$ cat src/rtl/pfa_pkg.sv
// Shared types and codes for the prime field ALU.
`timescale 1ns / 1ps
`default_nettype none
package pfa_pkg;

    localparam logic [1:0] OP_ADD = 2'd0;
    localparam logic [1:0] OP_SUB = 2'd1;
    localparam logic [1:0] OP_MUL = 2'd2;
    localparam logic [1:0] OP_DIV = 2'd3;

    localparam int unsigned FW = 31;   // field element width

    // classified item header passed from front to back
    typedef struct packed {
        logic [1:0] op;
        logic       neg_a;
        logic       neg_b;
    } t_item_hdr;

endpackage
`default_nettype wire

$ cat src/rtl/pfa_front.sv
// Front end: accepts items, splits operands into sign and magnitude, queues them.
`timescale 1ns / 1ps
`default_nettype none
module pfa_front #(
    parameter int DATA_WIDTH = 32
) (
    input  wire                          i_clk,
    input  wire                          i_rst_n,
    input  wire                          i_in_valid,
    output logic                         o_in_stall,
    input  wire  [1:0]                   i_op,
    input  wire  signed [DATA_WIDTH-1:0] i_left_operand,
    input  wire  signed [DATA_WIDTH-1:0] i_right_operand,
    output logic                         o_q_valid,
    input  wire                          i_q_pop,
    output pfa_pkg::t_item_hdr           o_q_hdr,
    output logic [DATA_WIDTH-1:0]        o_q_mag_a,
    output logic [DATA_WIDTH-1:0]        o_q_mag_b
);

    pfa_pkg::t_item_hdr    r_hdr   [2];
    logic [DATA_WIDTH-1:0] r_mag_a [2];
    logic [DATA_WIDTH-1:0] r_mag_b [2];
    logic [1:0]            r_cnt, n_cnt;
    logic                  r_wp, r_rp;
    logic                  w_push, w_pop;
    pfa_pkg::t_item_hdr    w_hdr;
    logic [DATA_WIDTH-1:0] w_mag_a, w_mag_b;

    always_comb begin
        w_hdr.op    = i_op;
        w_hdr.neg_a = i_left_operand[DATA_WIDTH-1];
        w_hdr.neg_b = i_right_operand[DATA_WIDTH-1];
        // negating the most negative value gives its magnitude as unsigned
        w_mag_a = w_hdr.neg_a ? (~i_left_operand + 1'b1) : i_left_operand;
        w_mag_b = w_hdr.neg_b ? (~i_right_operand + 1'b1) : i_right_operand;
    end

    assign o_in_stall = (r_cnt == 2'd2);
    assign w_push     = i_in_valid && !o_in_stall;
    assign o_q_valid  = (r_cnt != 2'd0);
    assign w_pop      = i_q_pop && o_q_valid;
    assign o_q_hdr    = r_hdr[r_rp];
    assign o_q_mag_a  = r_mag_a[r_rp];
    assign o_q_mag_b  = r_mag_b[r_rp];

    always_comb begin
        n_cnt = r_cnt;
        if (w_push && !w_pop) begin
            n_cnt = r_cnt + 2'd1;
        end else if (!w_push && w_pop) begin
            n_cnt = r_cnt - 2'd1;
        end
    end

    always_ff @(posedge i_clk) begin
        if (!i_rst_n) begin
            r_cnt <= 2'd0;
            r_wp  <= 1'b0;
            r_rp  <= 1'b0;
        end else begin
            r_cnt <= n_cnt;
            if (w_push) r_wp <= ~r_wp;
            if (w_pop)  r_rp <= ~r_rp;
        end
    end

    always_ff @(posedge i_clk) begin
        if (w_push) begin
            r_hdr[r_wp]   <= w_hdr;
            r_mag_a[r_wp] <= w_mag_a;
            r_mag_b[r_wp] <= w_mag_b;
        end
    end

endmodule
`default_nettype wire

$ cat src/rtl/pfa_back.sv
// Back end: operand reduction, field add/sub/mul, and extended Euclid inverse.
`timescale 1ns / 1ps
`default_nettype none
module pfa_back #(
    parameter int DATA_WIDTH = 32
) (
    input  wire                    i_clk,
    input  wire                    i_rst_n,
    input  wire  [30:0]            i_modulus,
    input  wire                    i_q_valid,
    output logic                   o_q_pop,
    input  wire  pfa_pkg::t_item_hdr i_q_hdr,
    input  wire  [DATA_WIDTH-1:0]  i_q_mag_a,
    input  wire  [DATA_WIDTH-1:0]  i_q_mag_b,
    output logic                   o_out_valid,
    input  wire                    i_out_stall,
    output logic [30:0]            o_result,
    output logic                   o_divide_by_zero
);

    localparam int NW = (DATA_WIDTH > 31) ? DATA_WIDTH : 31;
    localparam int CW = $clog2(NW);

    localparam logic [3:0] S_IDLE  = 4'd0;
    localparam logic [3:0] S_RED   = 4'd1;
    localparam logic [3:0] S_OPS   = 4'd2;
    localparam logic [3:0] S_ECHK  = 4'd3;
    localparam logic [3:0] S_EDIV  = 4'd4;
    localparam logic [3:0] S_IFIX  = 4'd5;
    localparam logic [3:0] S_MUL   = 4'd6;
    localparam logic [3:0] S_DONE  = 4'd7;

    logic [3:0]             r_state;
    pfa_pkg::t_item_hdr     r_hdr;
    logic [DATA_WIDTH-1:0]  r_mag_b;
    logic                   r_which;        // 0 reducing a, 1 reducing b
    logic [NW-1:0]          r_dvd;
    logic [31:0]            r_rem;
    logic [30:0]            r_dvs;
    logic [CW-1:0]          r_cnt;
    logic [30:0]            r_a, r_b;
    logic [30:0]            r_ea, r_em;
    logic signed [63:0]     r_x0, r_x1, r_acc, r_sx;
    logic [30:0]            r_ma, r_mb, r_macc;
    logic [30:0]            r_res;
    logic                   r_dz;
    logic                   r_out_valid;

    logic [30:0]            w_pm;
    logic [31:0]            w_t, n_rem;
    logic                   w_take;
    logic [30:0]            w_red;
    logic [31:0]            w_sum, w_add;
    logic [31:0]            w_m1, w_m2, w_m1r;
    logic [30:0]            w_mnext;
    logic signed [63:0]     w_inv0, w_inv1;
    logic                   w_load;

    assign w_pm = (i_modulus < 31'd2) ? 31'd1 : i_modulus;

    // one restoring division step
    always_comb begin
        w_t    = {r_rem[30:0], r_dvd[NW-1]};
        w_take = (w_t >= {1'b0, r_dvs});
        n_rem  = w_take ? (w_t - {1'b0, r_dvs}) : w_t;
    end

    // floored modulo fixup for negative operands
    always_comb begin
        w_red = n_rem[30:0];
        if ((r_which ? r_hdr.neg_b : r_hdr.neg_a) && (w_red != 31'd0)) begin
            w_red = w_pm - w_red;
        end
    end

    always_comb begin
        w_sum = (r_hdr.op == pfa_pkg::OP_ADD) ? ({1'b0, r_a} + {1'b0, r_b})
                                              : ({1'b0, r_a} + {1'b0, w_pm} - {1'b0, r_b});
        w_add = (w_sum >= {1'b0, w_pm}) ? (w_sum - {1'b0, w_pm}) : w_sum;
    end

    // shift-add modular multiply step, msb of multiplier first
    always_comb begin
        w_m1  = {r_macc, 1'b0};
        w_m1r = (w_m1 >= {1'b0, w_pm}) ? (w_m1 - {1'b0, w_pm}) : w_m1;
        w_m2  = w_m1r + (r_mb[30] ? {1'b0, r_ma} : 32'd0);
        w_mnext = (w_m2 >= {1'b0, w_pm}) ? 31'(w_m2 - {1'b0, w_pm}) : w_m2[30:0];
    end

    always_comb begin
        w_inv0 = (r_x1 < 0) ? (r_x1 + $signed({33'd0, w_pm})) : r_x1;
        w_inv1 = (w_inv0 >= $signed({33'd0, w_pm})) ? (w_inv0 - $signed({33'd0, w_pm}))
                                                     : w_inv0;
    end

    assign o_q_pop = (r_state == S_IDLE) && i_q_valid;
    assign w_load  = (r_state == S_DONE) && (!r_out_valid || !i_out_stall);

    always_ff @(posedge i_clk) begin
        if (!i_rst_n) begin
            r_state     <= S_IDLE;
            r_out_valid <= 1'b0;
        end else begin
            if (w_load) begin
                r_out_valid <= 1'b1;
            end else if (!i_out_stall) begin
                r_out_valid <= 1'b0;
            end
            case (r_state)
                S_IDLE: if (i_q_valid) r_state <= S_RED;
                S_RED: begin
                    if (r_cnt == '0 && r_which) r_state <= S_OPS;
                end
                S_OPS: begin
                    case (r_hdr.op)
                        pfa_pkg::OP_MUL: r_state <= S_MUL;
                        pfa_pkg::OP_DIV: r_state <= (r_b == 31'd0) ? S_DONE : S_ECHK;
                        default:         r_state <= S_DONE;
                    endcase
                end
                S_ECHK: r_state <= (r_ea > 31'd1 && r_em != 31'd0) ? S_EDIV : S_IFIX;
                S_EDIV: if (r_cnt == '0) r_state <= S_ECHK;
                S_IFIX: r_state <= S_MUL;
                S_MUL:  if (r_cnt == '0) r_state <= S_DONE;
                S_DONE: if (w_load) r_state <= S_IDLE;
                default: r_state <= S_IDLE;
            endcase
        end
    end

    always_ff @(posedge i_clk) begin
        case (r_state)
            S_IDLE: begin
                r_hdr   <= i_q_hdr;
                r_mag_b <= i_q_mag_b;
                r_which <= 1'b0;
                r_dvd   <= NW'(i_q_mag_a);
                r_rem   <= 32'd0;
                r_dvs   <= w_pm;
                r_cnt   <= CW'(NW - 1);
            end
            S_RED: begin
                r_dvd <= {r_dvd[NW-2:0], 1'b0};
                r_rem <= n_rem;
                r_cnt <= r_cnt - 1'b1;
                if (r_cnt == '0) begin
                    if (!r_which) begin
                        r_a     <= w_red;
                        r_which <= 1'b1;
                        r_dvd   <= NW'(r_mag_b);
                        r_rem   <= 32'd0;
                        r_cnt   <= CW'(NW - 1);
                    end else begin
                        r_b <= w_red;
                    end
                end
            end
            S_OPS: begin
                r_res <= w_add[30:0];
                r_dz  <= 1'b0;
                r_ma  <= r_a;
                r_mb  <= r_b;
                r_macc <= 31'd0;
                r_cnt <= CW'(30);
                r_ea  <= r_b;
                r_em  <= w_pm;
                r_x0  <= 64'sd0;
                r_x1  <= 64'sd1;
                if (r_hdr.op == pfa_pkg::OP_DIV && r_b == 31'd0) begin
                    r_res <= 31'd0;
                    r_dz  <= 1'b1;
                end
            end
            S_ECHK: begin
                // dividend in the top 31 bits of the shift register
                r_dvd <= NW'(r_ea) << (NW - 31);
                r_rem <= 32'd0;
                r_dvs <= r_em;
                r_cnt <= CW'(30);
                r_acc <= r_x1;
                r_sx  <= r_x0 <<< 30;
            end
            S_EDIV: begin
                r_dvd <= {r_dvd[NW-2:0], 1'b0};
                r_rem <= n_rem;
                r_cnt <= r_cnt - 1'b1;
                r_sx  <= r_sx >>> 1;
                if (w_take) r_acc <= r_acc - r_sx;
                if (r_cnt == '0) begin
                    r_ea <= r_em;
                    r_em <= n_rem[30:0];
                    r_x1 <= r_x0;
                    r_x0 <= w_take ? (r_acc - r_sx) : r_acc;
                end
            end
            S_IFIX: begin
                r_ma   <= r_a;
                r_mb   <= w_inv1[30:0];
                r_macc <= 31'd0;
                r_cnt  <= CW'(30);
            end
            S_MUL: begin
                r_macc <= w_mnext;
                r_mb   <= {r_mb[29:0], 1'b0};
                r_cnt  <= r_cnt - 1'b1;
                if (r_cnt == '0) r_res <= w_mnext;
            end
            default: ;
        endcase
    end

    always_ff @(posedge i_clk) begin
        if (w_load) begin
            o_result         <= r_res;
            o_divide_by_zero <= r_dz;
        end
    end

    assign o_out_valid = r_out_valid;

    a_pop_idle: assert property (@(posedge i_clk) disable iff (!i_rst_n)
        o_q_pop |=> (r_state == S_RED))
        else $error("pop did not start reduction");
    a_load: assert property (@(posedge i_clk) disable iff (!i_rst_n)
        w_load |=> (o_out_valid && r_state == S_IDLE))
        else $error("result load lost");
    a_dz_zero: assert property (@(posedge i_clk) disable iff (!i_rst_n)
        (w_load && r_dz) |=> (o_result == 31'd0))
        else $error("divide by zero with nonzero result");

endmodule
`default_nettype wire

$ cat src/rtl/prime_field_alu.sv
// Top level of the prime field ALU: modulus register, front end and back end.
`timescale 1ns / 1ps
`default_nettype none
// Computes add, subtract, multiply or divide over GF(p), p taken from the modulus
// register (values below 2 act as 1). One item at a time runs in the back end;
// a two-entry queue in front keeps accepting until it is full. Each item first
// has both operands reduced with a bit-serial divider; then add or subtract is
// done directly, multiply runs shift-add, and divide runs a setup step, Euclid
// iterations (one quotient bit a cycle) and a final multiply, before handoff.
// Write the modulus only with no items in flight.
module prime_field_alu #(
    parameter int DATA_WIDTH = 32
) (
    input  wire                          i_clk,
    input  wire                          i_rst_n,
    input  wire                          i_cfg_we,
    input  wire  [30:0]                  i_cfg_data,
    input  wire                          i_in_valid,
    output logic                         o_in_stall,
    input  wire  [1:0]                   i_op,
    input  wire  signed [DATA_WIDTH-1:0] i_left_operand,
    input  wire  signed [DATA_WIDTH-1:0] i_right_operand,
    output logic                         o_out_valid,
    input  wire                          i_out_stall,
    output logic [30:0]                  o_result,
    output logic                         o_divide_by_zero
);

    logic [30:0]           r_modulus;
    logic                  w_q_valid, w_q_pop;
    pfa_pkg::t_item_hdr    w_q_hdr;
    logic [DATA_WIDTH-1:0] w_q_mag_a, w_q_mag_b;

    always_ff @(posedge i_clk) begin
        if (!i_rst_n) begin
            r_modulus <= 31'h7FFF_FFFF;
        end else if (i_cfg_we) begin
            r_modulus <= i_cfg_data;
        end
    end

    pfa_front #(.DATA_WIDTH(DATA_WIDTH)) u_front (
        .i_clk           (i_clk),
        .i_rst_n         (i_rst_n),
        .i_in_valid      (i_in_valid),
        .o_in_stall      (o_in_stall),
        .i_op            (i_op),
        .i_left_operand  (i_left_operand),
        .i_right_operand (i_right_operand),
        .o_q_valid       (w_q_valid),
        .i_q_pop         (w_q_pop),
        .o_q_hdr         (w_q_hdr),
        .o_q_mag_a       (w_q_mag_a),
        .o_q_mag_b       (w_q_mag_b)
    );

    pfa_back #(.DATA_WIDTH(DATA_WIDTH)) u_back (
        .i_clk            (i_clk),
        .i_rst_n          (i_rst_n),
        .i_modulus        (r_modulus),
        .i_q_valid        (w_q_valid),
        .o_q_pop          (w_q_pop),
        .i_q_hdr          (w_q_hdr),
        .i_q_mag_a        (w_q_mag_a),
        .i_q_mag_b        (w_q_mag_b),
        .o_out_valid      (o_out_valid),
        .i_out_stall      (i_out_stall),
        .o_result         (o_result),
        .o_divide_by_zero (o_divide_by_zero)
    );

endmodule
`default_nettype wire

$ cat config.mk
export PLATFORM = sky130hd
export DESIGN_NAME = prime_field_alu
export DESIGN_NICKNAME = d
export VERILOG_FILES = /design/src/rtl/pfa_pkg.sv /design/src/rtl/pfa_front.sv /design/src/rtl/pfa_back.sv /design/src/rtl/prime_field_alu.sv
export SDC_FILE = /design/constraint.sdc
export NUM_CORES = 2
export LEC_CHECK = 0
export ABC_AREA = 1
export BUFFER_PORTS_ARGS = -buffer_cell sky130_fd_sc_hd__clkbuf_2
export CAP_MARGIN = 10
export CORE_UTILIZATION = 47
export DETAILED_ROUTE_END_ITERATION = 10
export SKIP_CTS_REPAIR_TIMING = 1
export SYNTH_ARGS = -nofsm -noshare
export SYNTH_HDL_FRONTEND = slang
export SYNTH_SLANG_ARGS = --single-unit
$ cat constraint.sdc
create_clock -name i_clk -period 30.1 [get_ports i_clk]
set_clock_uncertainty 0.15 [all_clocks]
set_input_delay 1.505 -clock i_clk [delete_from_list [all_inputs] [get_ports i_clk]]
set_output_delay 1.505 -clock i_clk [all_outputs]
set_load 0.02 [all_outputs]
-- Yosys cells after proc, flatten, opt, wreduce, memory -nomap -nowiden
Memories as Yosys holds them, arrays and structs flattened. A register that Yosys moved wholly into a read port is not among the register bits.
Cells that the tools add are included.
- bits in writable memories: 136
- word-level logic and storage cells: 182
- register bits: 677
- output and inout bits: 34
- memories: 3
- input port bits: 102
- memories (name ; depth ; width ; read ports ; clocked after Yosys merged registers in ; wr ports ; line ; RTL):
    u_front.r_mag_a ; 2 ; 32 ; 1 ; 1 ; 1 ; pfa_front.sv:22 ; logic [DATA_WIDTH-1:0] r_mag_a [2];
    u_front.r_mag_b ; 2 ; 32 ; 1 ; 1 ; 1 ; pfa_front.sv:23 ; logic [DATA_WIDTH-1:0] r_mag_b [2];
    u_front.r_hdr ; 2 ; 4 ; 1 ; 1 ; 1 ; pfa_front.sv:21 ; pfa_pkg::t_item_hdr r_hdr [2];
- magnitude comparators: 8
- bitwise logic cells: 6
- equality and inequality tests: 17
- add/subtract/negate cells: 17
- mux-type cells: 59
- reductions and logical operators: 45
- operator list (kind ; count):
    $pmux 64 s2 ; 4
    $mux 31 ; 13
    $pmux 31 s2 ; 5
    $mux 64 ; 4
    $mux 32 ; 6
    $pmux 31 s3 ; 2
    $sub 31x31->31 ; 5
    $ge 32x31->1 ; 4
    $pmux 32 s4 ; 1
    $add 31x31->32 ; 2
    $add 32x1->32 const B ; 2
    $add 64x32->64 ; 1
    $ge 64x32->1 ; 1
    $lt 64x1->1 const B ; 1
    $not 32->32 ; 2
    $sub 32x31->32 ; 2
    $sub 64x64->64 ; 1
    $reduce_bool 31->1 ; 2
    $add 32x31->32 ; 1
    $pmux 4 s8 ; 1
    $gt 31x1->1 const B ; 1
    $logic_not 31->1 ; 1
    $lt 31x2->1 const B ; 1
    $mux 4 ; 5
    other kinds (30) ; 84

-- Logic depth before layout (Yosys ltp)
- depth after elaboration: 9
- depth in mapped cells: 54

-- By module
From an unflattened synthesis, not the netlist that was laid out.
- cell total of the unflattened synthesis: 8236
- area total of the unflattened synthesis: 63076.7 um^2
- modules (own cells, without submodules) (module ; cells an instance ; instances ; area an instance (um^2) ; sequential area each (um^2)):
    pfa_back ; 7429 ; 1 ; 54900.2 ; 20289.5
    pfa_front ; 673 ; 1 ; 7120.6 ; 4184.0
    prime_field_alu ; 134 ; 1 ; 1056.0 ; 620.6

-- Worst setup path before layout
OpenSTA, ideal clock, no wires.
- kind: register -> register
- start: register u_back.r_state[0]
- end: register u_back.r_ea[0] (enable)
- required time: 28.947 ns
- stages on the path, launching flop included: 9
- buffers on the path: 3
- setup time: 1.003 ns
- setup slack: 14.279 ns
- arrival: 14.669 ns
- cells stage by stage: dfxtp_1 > clkbuf_1 > nor2_1 > inv_1 > nor2_1 > inv_1 > clkbuf_1 > clkbuf_1 > o21ai_0
- word-level cells in the longest chain between the ends: 3
- ends and longest elaborated chain (element ; line ; RTL):
    start: declaration ; pfa_back.sv:33 ; logic [3:0] r_state;
    start signal: assignment ; pfa_back.sv:117 ; pfa_pkg::OP_DIV: r_state <= (r_b == 31'd0) ? S_DONE : S_ECHK;
    start signal: assignment ; pfa_back.sv:121 ; S_ECHK: r_state <= (r_ea > 31'd1 && r_em != 31'd0) ? S_EDIV : S_IFIX;
    $eq 4x3->1 / $eq 4x2->1 (equally long branches) ; pfa_back.sv:132 ; case (r_state)
    $ne 2x1->1 (no line) / $reduce_bool 2->1 (equally long branches) ; -- ;
    $reduce_and 2->1 (no line) (*) ; -- ;
    end signal: assignment ; pfa_back.sv:165 ; r_ea <= r_b;
    end signal: assignment ; pfa_back.sv:190 ; r_ea <= r_em;
    end: declaration ; pfa_back.sv:42 ; logic [30:0] r_ea, r_em;
Every way passes the cells marked *; elsewhere a longest branch is shown, timed or not.
A chain may end at the register's enable or synchronous reset.

-- Final worst setup path
- start: register r_modulus[26]
- end: register u_back.r_res[27] (data pin)
- word-level cells in the longest chain between the ends: 9
- ends and longest elaborated chain (element ; line ; RTL):
    start: declaration ; prime_field_alu.sv:29 ; logic [30:0] r_modulus;
    start signal: assignment ; prime_field_alu.sv:38 ; r_modulus <= i_cfg_data;
    $lt 31x2->1 ; pfa_back.sv:59 ; assign w_pm = (i_modulus < 31'd2) ? 31'd1 : i_modulus;
    $mux 31 (*) ; pfa_back.sv:59 ;
    $sub 32x31->32, or another cell as far along ; pfa_back.sv:85 ; w_m1r = (w_m1 >= {1'b0, w_pm}) ? (w_m1 - {1'b0, w_pm}) : w_m1;
    $mux 32 / $sub 32x31->32 (equally long branches) ; pfa_back.sv:85, pfa_back.sv:78 ;
    $add 32x31->32 / $mux 32 (equally long branches) ; pfa_back.sv:86, pfa_back.sv:77 ;
    $sub 31x31->31, or another cell as far along ; pfa_back.sv:87 ; w_mnext = (w_m2 >= {1'b0, w_pm}) ? 31'(w_m2 - {1'b0, w_pm}) : w_m2[30:0];
    $mux 31 (on tied branches) ; pfa_back.sv:87, pfa_back.sv:79 ;
    $mux 31 (on tied branches) ; pfa_back.sv:206, pfa_back.sv:169 ;
    $pmux 31 s2 (*) ; pfa_back.sv:132 ;
    end signal: assignment ; pfa_back.sv:159 ; r_res <= w_add[30:0];
    end signal: assignment ; pfa_back.sv:206 ; if (r_cnt == '0) r_res <= w_mnext;
    end: declaration ; pfa_back.sv:45 ; logic [30:0] r_res;
Every way passes the cells marked *; elsewhere a longest branch is shown, timed or not. The select of a mux whose other input is x is not followed.

==> impl_metrics.env <==
export IMPL_power_density_nw_per_um2=119
export IMPL_syn_to_final_growth_pct=9.82
export IMPL_critical_path_slowest_cell="sky130_fd_sc_hd__o21bai_1"
export IMPL_timing_setup_tns_ns=0
export IMPL_crit_path_frequent_cell="sky130_fd_sc_hd__nand2_1"
export IMPL_core_area_um2=130000
export IMPL_largest_net_degree_at_the_start_of_global_routing=168
export IMPL_ctsLongestPathBuffers=3
export IMPL_floorplan_initialDensity=0.474
export IMPL_hold_end="u_back.o_result[5]$_DFFE_PP_"
export IMPL_ratio_of_final_minimum_period_to_clock_period=0.350
export IMPL_num_fill_cells=12600
export IMPL_setup_worst_path_class="register to register"
export IMPL_grt_total_usage=0.363
export IMPL_design_final_nets=8498
export IMPL_ys_warnings_count=0
export IMPL_post_route_cells_drive_above_1_share=0.0543
export IMPL_worstHoldStart="u_back.r_res[5]$_DFFE_PP_"
export IMPL_grt_overflow_total=0
export IMPL_grt_util_met1=0.490
export IMPL_synth_seq_cells=849
export IMPL_clock_latency_ns=0.74
export IMPL_highest_cell_delay_on_the_worst_timing_path_ns=0.60
export IMPL_chipHeight_um=363
export IMPL_rows=132
export IMPL_worstHoldPathType="register to register"
export IMPL_vias=56100
export IMPL_drc_errors=0
export IMPL_whs_path_depth=0
export IMPL_number_of_antenna_violations_at_the_first_check_in_global_routing=8
export IMPL_grt_first_pass_wirelength_mm=350
export IMPL_critPathArrivalTime_ns=10.96
export IMPL_floorplan_die_area_um2=132000
export IMPL_critical_path_max_fanout=43
export IMPL_synthDistinctLibCells=61
export IMPL_post_drt_wl_per_cell_um=24.8
export IMPL_worst_pin_slew_ns=1.23
export IMPL_groute_layer_met2_usage=0.555
export IMPL_max_freq_mhz=95.0
export IMPL_post_synth_most_frequent_cells="1909 x sky130_fd_sc_hd__nand2_1, 1259 x sky130_fd_sc_hd__inv_1, 809 x sky130_fd_sc_hd__edfxtp_1"
export IMPL_htreeDepth=3
export IMPL_whs_ns=0.269
export IMPL_antenna_violating_nets_post_route=0
export IMPL_synth_top_area_frac=0.396
export IMPL_gp_congestion=1.05
export IMPL_timing_critical_path_from_type="register"
export IMPL_mappedNetlistNets=8410
export IMPL_numPortBuffers=135
export IMPL_unrepaired_setup_endpoints_after_global_routing="false"
export IMPL_r2r_end="u_back.r_res[27]$_DFFE_PP_"
export IMPL_drtPass1Iterations=6
export IMPL_outcome="finished, final reports clean"
export IMPL_yosysMostFrequentCell="sky130_fd_sc_hd__nand2_1"
export IMPL_numClockSinks=849
export IMPL_cts_tree="done"
export IMPL_floorplan_die_width_um=363
export IMPL_synth_main_ff_cell="sky130_fd_sc_hd__edfxtp_1"
export IMPL_yosysTopAreaCell="sky130_fd_sc_hd__edfxtp_1"
export IMPL_number_of_global_route_vias_before_repair=52400
export IMPL_clkSlewWorstSetupHoldPaths_ns=0.06
export IMPL_netlist_area_um2=61400
export IMPL_timing_final_max_slew_violations=0
export IMPL_place_detailed_hpwl_mm=197
export IMPL_setup_viol=0
export IMPL_drt_first_iter_violations=6074
export IMPL_synthesis_instances=7890
export IMPL_synth_avg_cell_area_um2=7.78
export IMPL_register_area_share_after_synthesis=0.409
export IMPL_leakage_nw=31.0
export IMPL_number_of_buffers_created_by_cts=97
export IMPL_cp_capture_type="register"
export IMPL_async_reset_ff_frac=0
export IMPL_crit_required_ns=30.53
export IMPL_vdd_drop_max_mv=0.0699
export IMPL_reg2regPathDepth=48
export IMPL_cap_viol_max_count=0
export IMPL_rr_startpoint="r_modulus[26]$_SDFFE_PN1P_"
export IMPL_drt_vias_per_instance=5.73
export IMPL_cts_root_buffer_cell="sky130_fd_sc_hd__clkbuf_16"
export IMPL_synth_edf_count=809
export IMPL_floorplan_io_pins=136
export IMPL_largest_cells_by_area_after_synthesis="sky130_fd_sc_hd__edfxtp_1 40%, sky130_fd_sc_hd__nand2_1 12%, sky130_fd_sc_hd__inv_1 7.7%, sky130_fd_sc_hd__ha_1 7.7%, sky130_fd_sc_hd__o21ai_0 4.5%"
export IMPL_globalRoute_busiestLayer="met2"
export IMPL_slew_headroom=0.170
export IMPL_gr_usage_met3=0.0798
export IMPL_post_route_min_period_ns=10.53
export IMPL_finalWirelength_mm=243
export IMPL_final_hold_viol_count=0
export IMPL_timing_reg2reg_setup_slack_ns=19.57
-- worst max-delay path, delay by kind of cell, from the launching register on --
kind	cells	cell delay, ns
buffers and inverters	9	1.84
adders and majority gates	3	1.23
AOI/OAI and AO/OA	9	2.61
DFF	1	0.42
xor gates and xnor gates	1	0.22
and+or+nand+nor	26	3.86
-- logic make-up after synthesis --
family,after synthesis,synth area share
AND/OR/NAND/NOR,3325,0.224
buffers and inverters,1497,0.0925
AO/OA/AOI/OAI,1433,0.132
flip-flops,849,0.409
adder cells (fa/ha/maj),418,0.0902
XOR/XNOR,337,0.0481
multiplexers,31,0.00505
-- worst max path at each step --
stage,from,endpoint,slack [ns]
floorplan,u_back.r_state[0]$_SDFFE_PN0P_,u_back.r_ea[0]$_DFFE_PP_,14.28
global placement,r_modulus[26]$_SDFFE_PN1P_,u_back.r_res[29]$_DFFE_PP_,19.82
detailed placement,r_modulus[26]$_SDFFE_PN1P_,u_back.r_res[27]$_DFFE_PP_,19.65
CTS,r_modulus[26]$_SDFFE_PN1P_,u_back.r_res[27]$_DFFE_PP_,19.63
global route,r_modulus[29]$_SDFFE_PN1P_,u_back.r_res[27]$_DFFE_PP_,18.85
finish,r_modulus[26]$_SDFFE_PN1P_,u_back.r_res[27]$_DFFE_PP_,19.57
-- through the flow --
step           instance area [um^2]  utilization  worst slack [ns]  instances  total power (W)
2_1_floorplan                 61400            -             14.28       7890          0.00505
3_3_place_gp                  64200        0.495             19.82       9621          0.00667
3_5_place_dp                  64200        0.495             19.65       9621          0.00665
4_1_cts                       67400        0.520             19.63       9795          0.00791
5_1_grt                       67400        0.520             18.85       9795          0.00848
6_report                      67400        0.520             19.57       9796          0.00803
-- state kept, by name, indices dropped and copies added (netlist names), 3 cells and up, named ones only --
name	count
u_back.r_x1	64
r_modulus	31
u_front.r_mag_b	64
u_back.r_mb	31
u_back.r_hdr	4
u_back.r_a	31
u_back.o_result	31
u_front.r_mag_a	64
u_back.r_cnt	5
u_back.r_rem	31
u_back.r_acc	64
u_front.r_hdr	8
u_back.r_sx	64
u_back.r_dvs	31
u_back.r_macc	31
u_back.r_b	31
u_back.r_em	31
u_back.r_res	31
u_back.r_mag_b	32
u_back.r_ea	31
u_back.r_dvd	32
u_back.r_state	3
u_back.r_ma	31
u_back.r_x0	64
-- cell type report --
| type | count | area (um^2) | area share |
|---|---|---|---|
| antenna | 1 | 2.50 | 0.0000371 |
| clock inverter | 58 | 757 | 0.0112 |
| timing repair buffer | 219 | 1330 | 0.0197 |
| tap | 1742 | 2180 | 0.0323 |
| sequential | 849 | 25100 | 0.372 |
| clock buffer | 116 | 2530 | 0.0375 |
| inverter | 1267 | 4760 | 0.0706 |
| multi-input combinational | 5544 | 30800 | 0.457 |
-- power by group --
part	switching (W)	internal, W
registers	0.000238	0.00182
clock network	0.000529	0.000708
logic	0.00335	0.00139
total	0.00411	0.00391
-- cell usage in the layout (no fill, tap or decap), types with 39 or more instances in the layout --
cell type	synthesis	final
sky130_fd_sc_hd__nand2_1	1909	1904
sky130_fd_sc_hd__inv_1	1259	1258
sky130_fd_sc_hd__edfxtp_1	809	809
sky130_fd_sc_hd__nor2_1	682	672
sky130_fd_sc_hd__o21ai_0	558	555
sky130_fd_sc_hd__a21oi_1	497	494
sky130_fd_sc_hd__nand3_1	406	406
sky130_fd_sc_hd__ha_1	377	377
sky130_fd_sc_hd__xor2_1	175	175
sky130_fd_sc_hd__xnor2_1	162	162
sky130_fd_sc_hd__clkbuf_2	0	135
sky130_fd_sc_hd__nand4_1	110	110
sky130_fd_sc_hd__clkbuf_16	0	97
sky130_fd_sc_hd__nor3_1	90	88
sky130_fd_sc_hd__buf_4	2	82
sky130_fd_sc_hd__a31oi_1	53	53
sky130_fd_sc_hd__o21a_1	47	47
sky130_fd_sc_hd__nor4_1	46	46
sky130_fd_sc_hd__fa_1	41	41
sky130_fd_sc_hd__dfxtp_1	40	39
-- layer usage --
metal  vias to the layer above  wire length (um)
met5                         -                26
met3                       438             23100
met4                         4             12500
met2                      2527            106000
li1                      26400                 -
met1                     26700            102000
Note: power is estimated with default switching activity, not from simulation.
